`src/sv/dhks_pkg.sv`:
```
`default_nettype none
package dhks_pkg;
    localparam int TABLE_SIZE_DEF = 1021;
    localparam int KEY_WIDTH_DEF  = 64;
    localparam int STATUS_W = 3;
    localparam int SLOT_W   = 10;
    localparam int COUNT_W  = 10;

    localparam logic [STATUS_W-1:0] ST_INSERTED = 3'd0;
    localparam logic [STATUS_W-1:0] ST_PRESENT  = 3'd1;
    localparam logic [STATUS_W-1:0] ST_FOUND    = 3'd2;
    localparam logic [STATUS_W-1:0] ST_ABSENT   = 3'd3;
    localparam logic [STATUS_W-1:0] ST_FULL     = 3'd4;

    typedef struct packed {
        logic clr_step;   // write zero at the sweep address
        logic start;      // load key, begin modulo reduction
        logic red_step;   // one step of the digit-wise reduction
        logic rd;         // read table at probe position
        logic adv;        // advance probe position
        logic wr;         // write key at probe position
        logic ld_out;     // load result register
    } dhks_cmd_t;

    typedef struct packed {
        logic clr_done;
        logic red_done;
        logic key_zero;
        logic hit;
        logic empty;
        logic exhausted;
    } dhks_sts_t;
endpackage
`default_nettype wire

```
`src/sv/dhks_ctrl.sv`:
```
`default_nettype none
module dhks_ctrl
    import dhks_pkg::*;
(
    input  wire logic                clk,
    input  wire logic                rst_n,
    input  wire logic                in_valid,
    output logic                     in_ready,
    output logic                     out_valid,
    input  wire logic                out_ready,
    input  wire dhks_sts_t           sts,
    input  wire logic                kind_q,
    input  wire logic                full_load,
    output dhks_cmd_t                cmd,
    output logic [STATUS_W-1:0]      res_status,
    output logic                     use_slot
);
    localparam logic [2:0] S_CLEAR = 3'd0;
    localparam logic [2:0] S_IDLE  = 3'd1;
    localparam logic [2:0] S_RED   = 3'd2;
    localparam logic [2:0] S_READ  = 3'd3;
    localparam logic [2:0] S_CHECK = 3'd4;

    logic [2:0] state_reg, state_next;
    logic ov_reg, ov_next;

    // The result register is free again once it is taken, so a new request can enter.
    assign in_ready  = (state_reg == S_IDLE) && (!ov_reg || out_ready);
    assign out_valid = ov_reg;

    always_comb begin
        state_next = state_reg;
        ov_next = ov_reg && !out_ready;
        cmd = '0;
        res_status = ST_ABSENT;
        use_slot = 1'b0;
        case (state_reg)
            S_CLEAR: begin
                cmd.clr_step = 1'b1;
                if (sts.clr_done) state_next = S_IDLE;
            end
            S_IDLE: begin
                if (in_valid && in_ready) begin
                    cmd.start = 1'b1;
                    state_next = S_RED;
                end
            end
            S_RED: begin
                if (sts.red_done) begin
                    if (sts.key_zero) begin
                        cmd.ld_out = 1'b1;
                        res_status = kind_q ? ST_FULL : ST_ABSENT;
                        ov_next = 1'b1;
                        state_next = S_IDLE;
                    end else begin
                        cmd.rd = 1'b1;
                        state_next = S_CHECK;
                    end
                end else begin
                    cmd.red_step = 1'b1;
                end
            end
            S_READ: begin
                cmd.rd = 1'b1;
                state_next = S_CHECK;
            end
            S_CHECK: begin
                if (sts.empty || sts.hit) begin
                    cmd.ld_out = 1'b1;
                    use_slot = 1'b1;
                    ov_next = 1'b1;
                    state_next = S_IDLE;
                    if (!kind_q) res_status = sts.hit ? ST_FOUND : ST_ABSENT;
                    else if (sts.hit) res_status = ST_PRESENT;
                    else if (full_load) res_status = ST_FULL;
                    else begin
                        res_status = ST_INSERTED;
                        cmd.wr = 1'b1;
                    end
                end else if (sts.exhausted) begin
                    cmd.ld_out = 1'b1;
                    res_status = kind_q ? ST_FULL : ST_ABSENT;
                    ov_next = 1'b1;
                    state_next = S_IDLE;
                end else begin
                    cmd.adv = 1'b1;
                    state_next = S_READ;
                end
            end
            default: state_next = S_IDLE;
        endcase
    end

    always_ff @(posedge clk or negedge rst_n) begin
        if (!rst_n) begin
            state_reg <= S_CLEAR;
            ov_reg <= 1'b0;
        end else begin
            state_reg <= state_next;
            ov_reg <= ov_next;
        end
    end

`ifndef SYNTHESIS
    a_no_accept_busy: assert property (@(posedge clk) disable iff (!rst_n)
        (state_reg != S_IDLE) |-> !in_ready) else $error("request taken while busy");
    a_result_holds: assert property (@(posedge clk) disable iff (!rst_n)
        (ov_reg && !out_ready) |=> ov_reg) else $error("result dropped");
    a_write_only_insert: assert property (@(posedge clk) disable iff (!rst_n)
        cmd.wr |-> (kind_q && sts.empty && !full_load)) else $error("bad write");
    a_clear_then_idle: assert property (@(posedge clk) disable iff (!rst_n)
        (state_reg == S_CLEAR && sts.clr_done) |=> state_reg == S_IDLE)
        else $error("clear sweep did not end");
`endif
endmodule
`default_nettype wire

```
`config.mk`:
```
export PLATFORM = sky130hd
export DESIGN_NAME = dhks_ctrl
export DESIGN_NICKNAME = d
export VERILOG_FILES = /design/src/sv/dhks_pkg.sv /design/src/sv/dhks_ctrl.sv
export SDC_FILE = /design/constraint.sdc
export NUM_CORES = 1
export LEC_CHECK = 0
export BUFFER_PORTS_ARGS = -buffer_cell sky130_fd_sc_hd__buf_4
export CORE_AREA = 5 5 42 44
export CTS_BUF_LIST = sky130_fd_sc_hd__clkbuf_4 sky130_fd_sc_hd__clkbuf_8 sky130_fd_sc_hd__clkbuf_16
export CTS_CLUSTER_SIZE = 24
export DETAILED_ROUTE_END_ITERATION = 7
export DIE_AREA = 0 0 47 49
export MAX_ROUTING_LAYER = met4
export SLEW_MARGIN = 20
export SYNTH_ARGS = -nofsm -noshare
export SYNTH_HDL_FRONTEND = slang
export SYNTH_SLANG_ARGS = --single-unit
```
`constraint.sdc`:
```
create_clock -name clk -period 3.6 [get_ports clk]
set_input_delay 0.36 -clock clk [delete_from_list [all_inputs] [get_ports clk]]
set_output_delay 0.36 -clock clk [all_outputs]
set_load 0.1 [all_outputs]
```
* Word level (Yosys, flattened, before mapping)
Cells that the tools add are included.
** Word-level totals
- Flip-flop bits (word level) :: 4
- Input port bits :: 12
- Output and inout bits :: 13
- Word-level logic and storage cells :: 62
** Operators by class
- Eq/ne operators :: 7
- Multiplexer cells :: 44
- Reductions and logical operators :: 9
** Operator list (number)
- $mux W3 :: 13
- $mux W1 :: 24
- $pmux W3 S5 :: 1
- $eq A3 B2 Y1 const B :: 2
- $pmux W1 S2 :: 3
- $pmux W3 S2 :: 1
- $mux W2 :: 2
- $ne A2 B2 Y1 const B :: 2
- $eq A3 B1 Y1 const B :: 1
- $eq A3 B3 Y1 const B :: 1
- $logic_and A1 B1 Y1 :: 3
- $logic_not A3 Y1 :: 1
- $reduce_and A3 Y1 :: 1
- $logic_not A1 Y1 :: 2
- $logic_or A1 B1 Y1 :: 2
- $ne A2 B1 Y1 const B :: 1

* Depth between registers and ports, before layout
Gate-level depths: netlist of run 1.
- Depth after elaboration :: 6
- Depth in mapped cells :: 3

* Least setup slack after synthesis of run 1
No wires, ideal clock.
- Path kind :: register -> output
- Start :: register state_reg[0]
- End :: output port cmd[1] (netlist bit)
- Data arrival time :: 2609 ps
- Required time :: 3240 ps
- Path slack :: 631 ps
- Cell stages (with the launch flop) :: 3
- Buffers on the path :: 0
- Cells stage by stage :: dfrtp_1 or3b_4 nor4b_2
** RTL lines
- start, declared :: RTL line dhks_ctrl.sv:24 : logic [2:0] state_reg, state_next;
- start signal, assigned :: RTL line dhks_ctrl.sv:99 : state_reg <= state_next;
- end, declared :: RTL line dhks_ctrl.sv:14 : output dhks_cmd_t cmd,

==> impl_summary.md, run 1 <==
Timing
The aggregate negative setup slack is 0 ns. At the pin with the least slew margin, the transition time is 0.2818 ns. The final critical delay including setup and external delays is between 2 and 2.5 ns. The number of pins exceeding their max-slew limit in the final report was 0. Measured against its own limit, the worst slew margin works out to between 80% and 90%.

The final hold violation count is 0. The final clock skew is 0.001458 ns. Dividing the final minimum period by the clock period gives about 58%.

Derived from the worst setup path, the maximum achievable clock frequency is just under 0.5 GHz. Setup violations remaining at the end of the flow were counted as 0. Setup repair after global routing left no endpoint under its margin.

Run
The max capacitance violation total is 0.

Layout
Cells with a size suffix above 1 make up around half of the layout. The register with the most flip-flops in the layout has 3 of them. The number of diodes is 0. From synthesis to final layout, the design area changed by 67.88%. Leaving out fill and tap cells, the most frequent cell in the layout is sky130_fd_sc_hd__buf_4.

In the layout the commonest cells are 24 x sky130_fd_sc_hd__buf_4, 6 x sky130_fd_sc_hd__nor2_1, 5 x sky130_fd_sc_hd__nand2b_1, 4 x sky130_fd_sc_hd__nor3_1, 4 x sky130_fd_sc_hd__dfrtp_1. The final layout contains between 80 and 90 nets.

Synthesis
Summed over all instances, the cell type with the most area after synthesis is sky130_fd_sc_hd__dfrtp_1. The post-synth design cell area is about 340 sq um. After synthesis, the cell types taking the most area are sky130_fd_sc_hd__dfrtp_1 29%, sky130_fd_sc_hd__nand2b_1 9.1%, sky130_fd_sc_hd__nor2_1 6.6%, sky130_fd_sc_hd__nor3_1 5.8%, sky130_fd_sc_hd__nor4b_2 4.4%.

The number of nets handed over by synthesis was between 50 and 60. The top cell type's share of synthesized area is between 20% and 30%. The per-instance average area after synthesis is around 8.4 sq um.

The sequential cell area fraction in the yosys report is ~30%. The number of warnings reported in the yosys synthesis log is 0. Synthesis produced a netlist whose cell count is 41.

The synthesized flop and latch total is 4. After synthesis, the netlist uses 22 different library cells.

Detailed routing
The pre-antenna-repair detailed-routing pass consisted of 4 iterations. The detailed-route vias per instance is 4.871. The routed layout has between 400 and 500 vias. Summed over all layers, the routed wires come to roughly 1.0 mm. The detailed-route wire length per cell is roughly 12 um. The post-route antenna net violation count is 0. The total DRC errors in the routed layout is 0.

The detailed router's first-iteration violation count is 4.

Worst setup path
The type of element launching the critical path is a register. The number of buffers and inverters on the critical path is 1. For this run, the slowest stage of the critical path takes roughly 0.47 ns. The critical path in this run is classified as register to output port. The maximum fanout along the worst path is 8. Walking the worst path, the cells encountered are or3b_4 > nor4b_2 > buf_4. At the worst endpoint, the arrival time is ~1.7 ns. The sort of element at the end of the critical path is an output port. On the critical path, the stage with the largest delay is an instance of sky130_fd_sc_hd__or3b_4. Among cell families on the critical path, the largest total delay comes from simple AND/OR/NAND/NOR gates.

The required time at the worst-slack endpoint is 3.24 ns.

Hold path
The min-delay analysis places its worst path in the category primary input to register.

Floorplanning
The y dimension of the die is 49 um. The full die area is around 2300 sq um. The total core area is between 1000 and 1500 sq um. The initialized floorplan defines 14 standard-cell rows. In this run the count of I/O pins placed on the die edge is 25. The width of the die is ~47 um. The initial utilization of the core area, before any placement, comes to around a quarter.

Clock network
For this design, the sink count on the clock tree is 4. The total clock buffers created by CTS is 3. The clock transition at the register clock pins on the worst setup and hold paths after CTS is about 0.030 ns. After clock tree synthesis, the repair step resized 0 gates. In this run the clock root is driven by a sky130_fd_sc_hd__clkbuf_4.

The hold buffer count at cts is 1. The post-CTS setup-driven buffer insertion count is 0. The number of H-tree branching levels is 1. Counting along the longest clock path gives a buffer depth of 2. The clock reaches the later pin of the worst-skew pair after roughly 0.23 ns. TritonCTS built the clock tree.

GRT
Global routing finished with a remaining overflow of 0. The first global-routing pass estimated approximately 1.6 mm of wire. The number of global-route vias before repair is 420. The number of antenna violations at the first check in global routing came to 0. Global routing used about 9.6% of the available tracks. Entering global routing, the biggest net connects 9 pins.

Place
The half-perimeter wire length after placement is between 800 and 900 um. The number of input and output port buffers inserted is 24. The congestion estimate from routability-driven global placement came to ~0.7.

Run status
The flow ran to the end, and the final reports show no timing, DRC or antenna violations.
[final cells by class]
cell class	instances	area (sq um)
fill	151	825.8
tap	16	20.02
sequential	4	100.1
timing repair buffer	25	190.2
inverter	2	7.507
clock buffer	3	22.52
multi-input combinational	35	235.2
[worst reg2reg max path, cell delays in order (launching register included)]
cell and delay [ns]:
sky130_fd_sc_hd__dfrtp_1 0.44, sky130_fd_sc_hd__or3b_1 0.45, sky130_fd_sc_hd__o22ai_2 0.22, sky130_fd_sc_hd__nand2b_1 0.13
[routing by layer]
metal	part of all wire, %	track usage (%)	up-vias
met2	50	15.16	15
li1	-	-	208
met5	0	-	-
met4	0	4.147	0
met1	43	11.14	191
met3	6.2	2.583	0
[stage by stage]
| step | area, sq um | utilization (%) | instances | hold slack, ns | setup slack, ns |
|---|---|---|---|---|---|
| floorplan | 342.8 | - | 41 | 0.06441 | 0.6309 |
| global placement | 543.0 | 38.75 | 81 | 0.1588 | 1.772 |
| detailed placement | 543.0 | 38.75 | 81 | 0.1589 | 1.764 |
| CTS | 575.6 | 41.07 | 85 | 0.3549 | 1.507 |
| global route | 575.6 | 41.07 | 85 | 0.3738 | 1.451 |
| finish | 575.6 | 41.07 | 85 | 0.3623 | 1.521 |
[logic make-up (layout without fill, tap and decap cells)]
logic type	count (synthesis)	after routing	synth area share (%)
AO/OA/AOI/OAI	8	8	18.61
flip-flops	4	4	29.20
multiplexers	1	1	2.920
AND/OR/NAND/NOR	26	26	47.08
buffers and inverters	2	30	2.191
[cells in the mapped netlist (all sizes together)]
cell and number:
or3b 2, mux2i 1, nand2 3, and4b 1, o21a 1, nand2b 5
a311o 1, a21oi 2, a32oi 1, dfrtp 4, inv 2, a211o 1
o21ai 1, and2 1, nor2b 1, nand3 1, nor4b 1, nor3 5
o22ai 1, nor2 6
[final timing paths]
kind                              start      endpoint  slack (ns)  cells past startpoint
max                        state_reg[0]        cmd[1]        1.52                      3
min                            in_valid  state_reg[1]        0.36                      2
max reg2reg                state_reg[0]     out_valid        2.30                      3
min reg2reg                   out_valid     out_valid        0.56                      2
max in group asynchronous         rst_n  state_reg[2]        3.04                      2
min in group asynchronous         rst_n  state_reg[1]        0.46                      2
Power of run 1 is left out: the tool's default activity adds up to more than one toggle a clock period on the data nets, which glitch-free logic cannot reach.
==> run 2, diff against run 1 <==
==> constraint.sdc (replaced) <==
create_clock -name clk -period 2.1 [get_ports clk]
set_input_delay 0.21 -clock clk [delete_from_list [all_inputs] [get_ports clk]]
set_output_delay 0.21 -clock clk [all_outputs]
set_load 0.1 [all_outputs]
==> run 2 against run 1 <==
  * Sequential share of layout area is 1.5 points lower
  * Critical path depth stayed put
  * Global-route usage grew 1.9 points
  * Core utilization is 3.7 points higher
  * Setup slack got worse by 1.4 ns
  * Final cell count is the same
==> impl_summary.md, run 2 (synthesis results as in run 1) <==
Run status
The flow ran to the end, and the final reports show no timing, DRC or antenna violations.

Layout
The filler cell count in the final layout is 153 (+1.3%). The leading cell type in the layout, fill and taps excluded is sky130_fd_sc_hd__buf_4. The number of non-filler instances in the completed layout is 85 (unchanged). The area of all sequential standard cells is 100.1 sq um (unchanged). The multi-input combinational cell area came to 284.0 sq um (+21%).

Relative to the synthesized area, the layout overhead comes to 83.21%. The flip-flop count of the largest register after layout is 3 (unchanged). The number of diodes is 0 (unchanged). The layout cell share with drive strength beyond 1 is 59.42% (+10 points).

In the layout the commonest cells are 23 x sky130_fd_sc_hd__buf_4, 5 x sky130_fd_sc_hd__nand2b_1, 4 x sky130_fd_sc_hd__nor2_1, 4 x sky130_fd_sc_hd__dfrtp_1. The number of nets in the layout is 83 (unchanged).

Worst setup path
The signal on the critical path passes through or3b_4 > nor4b_4 > buf_4. The worst-case register-to-register setup slack is 0.75 ns (-1.55 ns). In this design, the largest share of critical-path delay is due to simple AND/OR/NAND/NOR gates. The capture point of the worst path is cmd[1]. STA classifies the critical path startpoint as a register. The number of buffers and inverters on the critical path is 1 (unchanged). The cell at the slowest stage of the critical path is sky130_fd_sc_hd__dfrtp_1. The cell depth of the worst setup path is 3 (unchanged).

The endpoint of the worst-slack reg-to-reg timing path is out_valid. The number of cells traversed by the worst register-to-register path is 3 (unchanged). The longest individual stage delay on the worst path was 0.49 ns (+0.02 ns).

The maximum fanout along the worst path is 8 (unchanged). The worst setup path is captured at an output port. The type of the worst setup path is register to output port.

The required time at the worst-slack endpoint was 1.89 ns (-1.35 ns). The data arrival time of the critical path is 1.78 ns (+0.06 ns). The critical register-to-register path startpoint is state_reg[0]. Tracing the worst setup path back leads to its startpoint at state_reg[2].

Clock network
The tree is rooted in a sky130_fd_sc_hd__clkbuf_4. The buffer depth of the longest clock path is 2 (unchanged). The clock transition at the register clock pins on the worst setup and hold paths after CTS is 0.04 ns (about the same). The worst-skew pair later-pin latency was 0.23 ns (about the same). The total number of clock tree sinks came to 4 (unchanged).

The number of H-tree branching levels is 1 (unchanged). The clock tree from TritonCTS is built. The total clock buffers created by CTS came to 3 (unchanged).

Power and ir drop
Across the VDD grid, the largest voltage drop is approximately 1200 uV. The share of total power consumed by net switching is 65.49%. The static leakage is around 0.3 nW. Per report_power, the sequential group accounts for 15.2% of the total. The design draws about 1.1 mW. Per report_power, the clock group accounts for ~9.0% of the total. The internal power of the cells totals around 0.37 mW. In this run the power spent charging and discharging nets is about 0.7 mW. Combinational logic burns between 70 and 80% of the power. The areal power density over the cells is 1715 nW/um^2.

GRT
The number of antenna violations at the first check in global routing is 0 (unchanged). The maximum number of pins on one net before global-route repair is 9 (unchanged). The number of global-route vias before repair is 437 (+4.0%). The overall fraction of global-route tracks in use is 11.52% (+1.9 points).

The remaining global-route overflow is 0 (unchanged). The first-pass GRT wire length is 1.911 mm (+17%).

Detailed routing
The detailed-route wire length per cell came to 12.92 um (+8.3%). The post-route antenna net violation count is 0 (unchanged). The via count of the routed design is 411 (-0.72%).

The aggregate routed wire length is 1.098 mm (+8.3%). The first-pass detailed-route iteration total is 2 (-2). The total DRC errors in the routed layout is 0 (unchanged). The detailed-route vias per instance is 4.835 (-0.72%).

The detailed router's first-iteration violation count came to 4 (unchanged).

Timing
The period utilization is around 95%. The final hold violation count is 0 (unchanged). The number of pins exceeding their max-slew limit in the final report is 0 (unchanged). The final worst hold slack is 0.2166 ns (-0.1457 ns). The routed design could run at a clock period as short as between 1.5 and 2 ns.

The final clock skew came to 0.003285 ns (+0.001827 ns). The actual transition at the worst max-transition pin came to 0.3724 ns (+0.09062 ns). The aggregate negative setup slack is 0 ns (unchanged). The final number of setup-violating endpoints came to 0 (unchanged). The fmax is between 0.5 and 0.6 GHz. Setup repair after global routing left no endpoint under its margin. The headroom to the max-slew limit came to 74.98% (-6.4 points). The slack of the critical path is 0.1075 ns (-1.414 ns).

Run
The max capacitance violation total came to 0 (unchanged).

Floorplanning
The effective utilization at floorplan came to 24.46% (unchanged). The total core area is 1401 sq um (unchanged). The number of placed I/O pins is 25 (unchanged). The width of the die is 47 um (unchanged).

The row count is 14 (unchanged). The y dimension of the die is 49 um (unchanged). The full die area is 2303 sq um (unchanged).

Place
The number of placed instances with taps included is 81 (unchanged). The weighted congestion at the end of routability-driven global placement is 0.6716 (-5.0%). The worst setup slack after placement is 0.3233 ns (-1.441 ns). The number of input and output port buffers inserted is 24 (unchanged). The half-perimeter wire length after placement is 921.8 um (+6.7%).

Hold path
The min-delay analysis places its worst path in the category primary input to register.
==> run 2: per-stage QoR <==
step                      utilization [%]  area [sq um]
final                               44.82         628.1
after global routing                44.82         628.1
after CTS                           44.55         624.3
after detailed placement            42.23         591.8
after global placement              42.23         591.8
after floorplan                         -         391.6
==> run 2: power by group through the flow <==
| stage | clock, mW | sequential, mW | combinational (mW) |
|---|---|---|---|
| 3_5_place_dp | 0 | 0.165 | 0.819 |
| 6_report | 0.0965 | 0.164 | 0.817 |
| 5_1_grt | 0.107 | 0.174 | 0.851 |
| 3_3_place_gp | 0 | 0.163 | 0.821 |
| 4_1_cts | 0.102 | 0.164 | 0.823 |
| 2_1_floorplan | 0 | 0.218 | 0.601 |
==> run 2: layout make-up <==
class	instances	area share [%]
well taps	16	3.187
clock buffers	3	3.586
repair buffers	25	30.88
inverters	2	1.195
multi-input cells	35	45.22
flip-flops and latches	4	15.94
==> run 2: what timing repair did <==
item / CTS / global route
endpoints found under the hold margin: 4 / 0
hold buffers: 1 / 0
setup buffers: 0 / 0
resized for setup: 0 / 1
endpoints found under the setup margin: 0 / 1
==> run 2: worst min path at each step <==
stage | startpoint | to | slack [ns] | cells after the start
6_report | in_valid | state_reg[1] | 0.22 | 2
5_1_grt | in_valid | state_reg[1] | 0.22 | 2
4_1_cts | in_valid | state_reg[1] | 0.22 | 2
3_5_place_dp | rst_n | state_reg[2] | 0.009 | 1
3_3_place_gp | rst_n | state_reg[0] | 0.008 | 1
2_1_floorplan | rst_n | out_valid | -0.09 | 0
==> run 2: per-layer routing <==
metal  vias to the layer above  GRT usage, %  routed length, um
met3                         0         2.214                105
met2                        17         17.65                554
li1                        209             -                  -
met1                       185         14.00                437
met5                         -             -                  0
met4                         0         5.530                  0
No activity file was read; power rests on OpenSTA's default activity.
==> run 3, diff against run 2 <==
--- a/config.mk
+++ b/config.mk
@@ -11,7 +11,6 @@
 export CTS_CLUSTER_SIZE = 24
 export DETAILED_ROUTE_END_ITERATION = 7
 export DIE_AREA = 0 0 47 49
-export MAX_ROUTING_LAYER = met4
 export SLEW_MARGIN = 20
 export SYNTH_ARGS = -nofsm -noshare
 export SYNTH_HDL_FRONTEND = slang
==> run 3 against run 2 <==
  * Sequential share of layout area stayed put
  * Largest cell class unchanged
  * Sequential power hardly changed
  * Clock skew hardly changed
  * Critical path depth stayed put
  * Die area stayed put
  * Power hardly changed
  * Clock-buffer cell count stayed put
  * Global-route usage is 0.28 points lower
  * Cell area stayed put
  * Core utilization stayed put
  * Fmax hardly changed
  * Register-to-register slack hardly changed
==> impl_summary.md, run 3 (synthesis results as in run 1) <==
Run status
The flow ran to the end, and the final reports show no timing, DRC or antenna violations.

Worst setup path
The cell at the slowest stage of the critical path is sky130_fd_sc_hd__dfrtp_1. The longest individual stage delay on the worst path was 0.49 ns (about the same). The number of cells traversed by the worst register-to-register path came to 3 (unchanged). The worst register-to-register path ends at out_valid. The type of the worst setup path is register to output port. Traced cell by cell, the critical path runs through or3b_4 > nor4b_4 > buf_4. The critical register-to-register path startpoint is state_reg[0].

The worst setup path is captured at an output port. The worst-case register-to-register setup slack is 0.75 ns (about the same). The data arrival time of the critical path is 1.78 ns (about the same). The required time at the worst-slack endpoint is 1.89 ns (about the same). The type of element launching the critical path is a register. The maximum fanout along the worst path is 8 (unchanged).

Power and ir drop
The static leakage came to 0.3016 nW (unchanged). The switching power summed over all nets came to 0.7054 mW (about the same). The final total power is 1.077 mW (about the same). The share of power burned in registers is 15.2% (about the same). The areal power density over the cells came to 1715 nW/um^2 (about the same). The combinational share of power came to 75.8% (about the same). The worst vdd rail ir drop is 1224 uV (unchanged). The share of total power consumed by net switching came to 65.49% (about the same).

The internal power was 0.3717 mW (unchanged). The clock network fraction of total power is 9.0% (about the same).

Hold path
The launch point of the worst hold path is in_valid. The worst hold path terminates at state_reg[1]. The number of cells on the worst hold path is 2 (unchanged). The type of the tightest min-delay check is primary input to register.

Detailed routing
The post-route antenna net violation count is 0 (unchanged). The detailed-route vias per instance is 4.835 (unchanged). The via count of the routed design is 411 (unchanged). The detailed router's first-iteration violation count is 4 (unchanged). The detailed-route wire length per cell is 12.92 um (unchanged). The first-pass detailed-route iteration total is 2 (unchanged). The aggregate routed wire length is 1.098 mm (unchanged). The total DRC errors in the routed layout is 0 (unchanged).

Place
The number of input and output port buffers inserted is 24 (unchanged). The number of placed instances with taps included is 81 (unchanged). The weighted congestion at the end of routability-driven global placement was 0.6653 (-0.94%). The half-perimeter wire length after placement is 921.8 um (unchanged).

Floorplanning
The width of the die was 47 um (unchanged). The number of placed I/O pins is 25 (unchanged). The effective utilization at floorplan came to 24.46% (unchanged). The total core area is 1401 sq um (unchanged). The full die area is 2303 sq um (unchanged). The row count is 14 (unchanged). The y dimension of the die is 49 um (unchanged).

Timing
The final critical delay including setup and external delays is 1.992 ns (-0.00001000 ns). The headroom to the max-slew limit came to 74.98% (unchanged). The fmax is 0.5019 GHz (about the same).

The final number of setup-violating endpoints is 0 (unchanged). The number of pins exceeding their max-slew limit in the final report came to 0 (unchanged). The final hold violation count came to 0 (unchanged). The period utilization is 94.88% (about the same).

Setup repair after global routing left no endpoint under its margin. The final clock skew is 0.003290 ns (+0.000004480 ns). The actual transition at the worst max-transition pin is 0.3724 ns (unchanged).

Clock network
The total number of clock tree sinks is 4 (unchanged). The buffer depth of the longest clock path is 2 (unchanged). The clock transition at the register clock pins on the worst setup and hold paths after CTS is 0.04 ns (about the same). TritonCTS built the clock tree. The total clock buffers created by CTS is 3 (unchanged). The number of H-tree branching levels is 1 (unchanged).

The worst-skew pair later-pin latency is 0.23 ns (about the same). The cell at the root of the clock tree is sky130_fd_sc_hd__clkbuf_4. The post-CTS setup-driven buffer insertion count was 0 (unchanged).

Layout
The flip-flop count of the largest register after layout was 3 (unchanged). The number of nets in the layout is 83 (unchanged). The number of non-filler instances in the completed layout was 85 (unchanged). The library cell used most frequently in the layout, excluding fill and tap cells, is sky130_fd_sc_hd__buf_4. The library cells used most frequently in the layout, excluding fill and tap cells, are 23 x sky130_fd_sc_hd__buf_4, 5 x sky130_fd_sc_hd__nand2b_1, 4 x sky130_fd_sc_hd__nor2_1, 4 x sky130_fd_sc_hd__dfrtp_1.

The layout overhead on the synthesized area came to 83.21% (unchanged). The fraction of the core area covered by cells at the end of the flow was 44.82% (unchanged). The layout cell share with drive strength beyond 1 is 59.42% (unchanged). The number of diodes was 0 (unchanged).

GRT
The overall fraction of global-route tracks in use is 11.24% (-0.28 points). The first-pass GRT wire length is 1.911 mm (unchanged). The remaining global-route overflow was 0 (unchanged). The number of antenna violations at the first check in global routing came to 0 (unchanged). The number of global-route vias before repair is 438 (+0.23%). The maximum number of pins on one net before global-route repair is 9 (unchanged).

Run
The max capacitance violation total is 0 (unchanged).
==> run 3: cell counts in the layout (fill, tap and decap cells not counted) <==
No cell type changed its count.
==> run 3: cell type report <==
cell class	instances	area, sq um
Clock buffer	3	22.52
Inverter	2	7.507
Tap cell	16	20.02
Multi-Input combinational cell	35	284.0
Fill cell	153	773.2
Timing Repair Buffer	25	193.9
Sequential cell	4	100.1
==> run 3: worst max path at each step <==
stage,start,end,slack (ns)
2_1_floorplan,out_valid,cmd[5],-0.12
3_3_place_gp,state_reg[0],res_status[2],0.31
3_5_place_dp,state_reg[0],res_status[2],0.32
4_1_cts,state_reg[0],res_status[2],0.06
5_1_grt,state_reg[2],cmd[1],0.02
6_report,state_reg[2],cmd[1],0.11
==> run 3: power by group through the flow <==
stage	combinational, mW	sequential, mW	clock, mW
2_1_floorplan	0.601	0.218	0
6_report	0.817	0.164	0.0965
4_1_cts	0.823	0.164	0.102
3_5_place_dp	0.819	0.165	0
5_1_grt	0.851	0.174	0.107
3_3_place_gp	0.821	0.163	0
==> run 3: routing by layer <==
metal  wire length [um]  part of all wire, %  GRT usage [%]  vias up
met5                  0                    0              0        -
met4                  0                    0          5.530        0
met3                108                  9.8          2.214        0
met2                556                   51          17.65       17
met1                433                   39          14.00      185
li1                   -                    -              -      209
==> run 3: critical path, delay by kind of cell (launching register included) <==
kind | cells | cell delay [ns]
AND/OR/NAND/NOR | 2 | 0.74
flip-flops | 1 | 0.49
buffers and inverters | 1 | 0.32
==> run 3: stage by stage <==
step	cell area [sq um]	hold slack (ns)	setup WS, ns	TNS, ns
after detailed placement	591.8	0.009052	0.3233	0
after floorplan	391.6	-0.08559	-0.1232	-0.2433
after global placement	591.8	0.008305	0.3123	0
after global routing	628.1	0.2171	0.01624	0
final	628.1	0.2166	0.1076	0
after CTS	624.3	0.2164	0.05752	0
==> run 3: what timing repair did <==
action,in CTS,in global routing
hold buffers,1,0
resized for setup,0,1
endpoints found under the hold margin,4,0
setup endpoints to repair,0,1
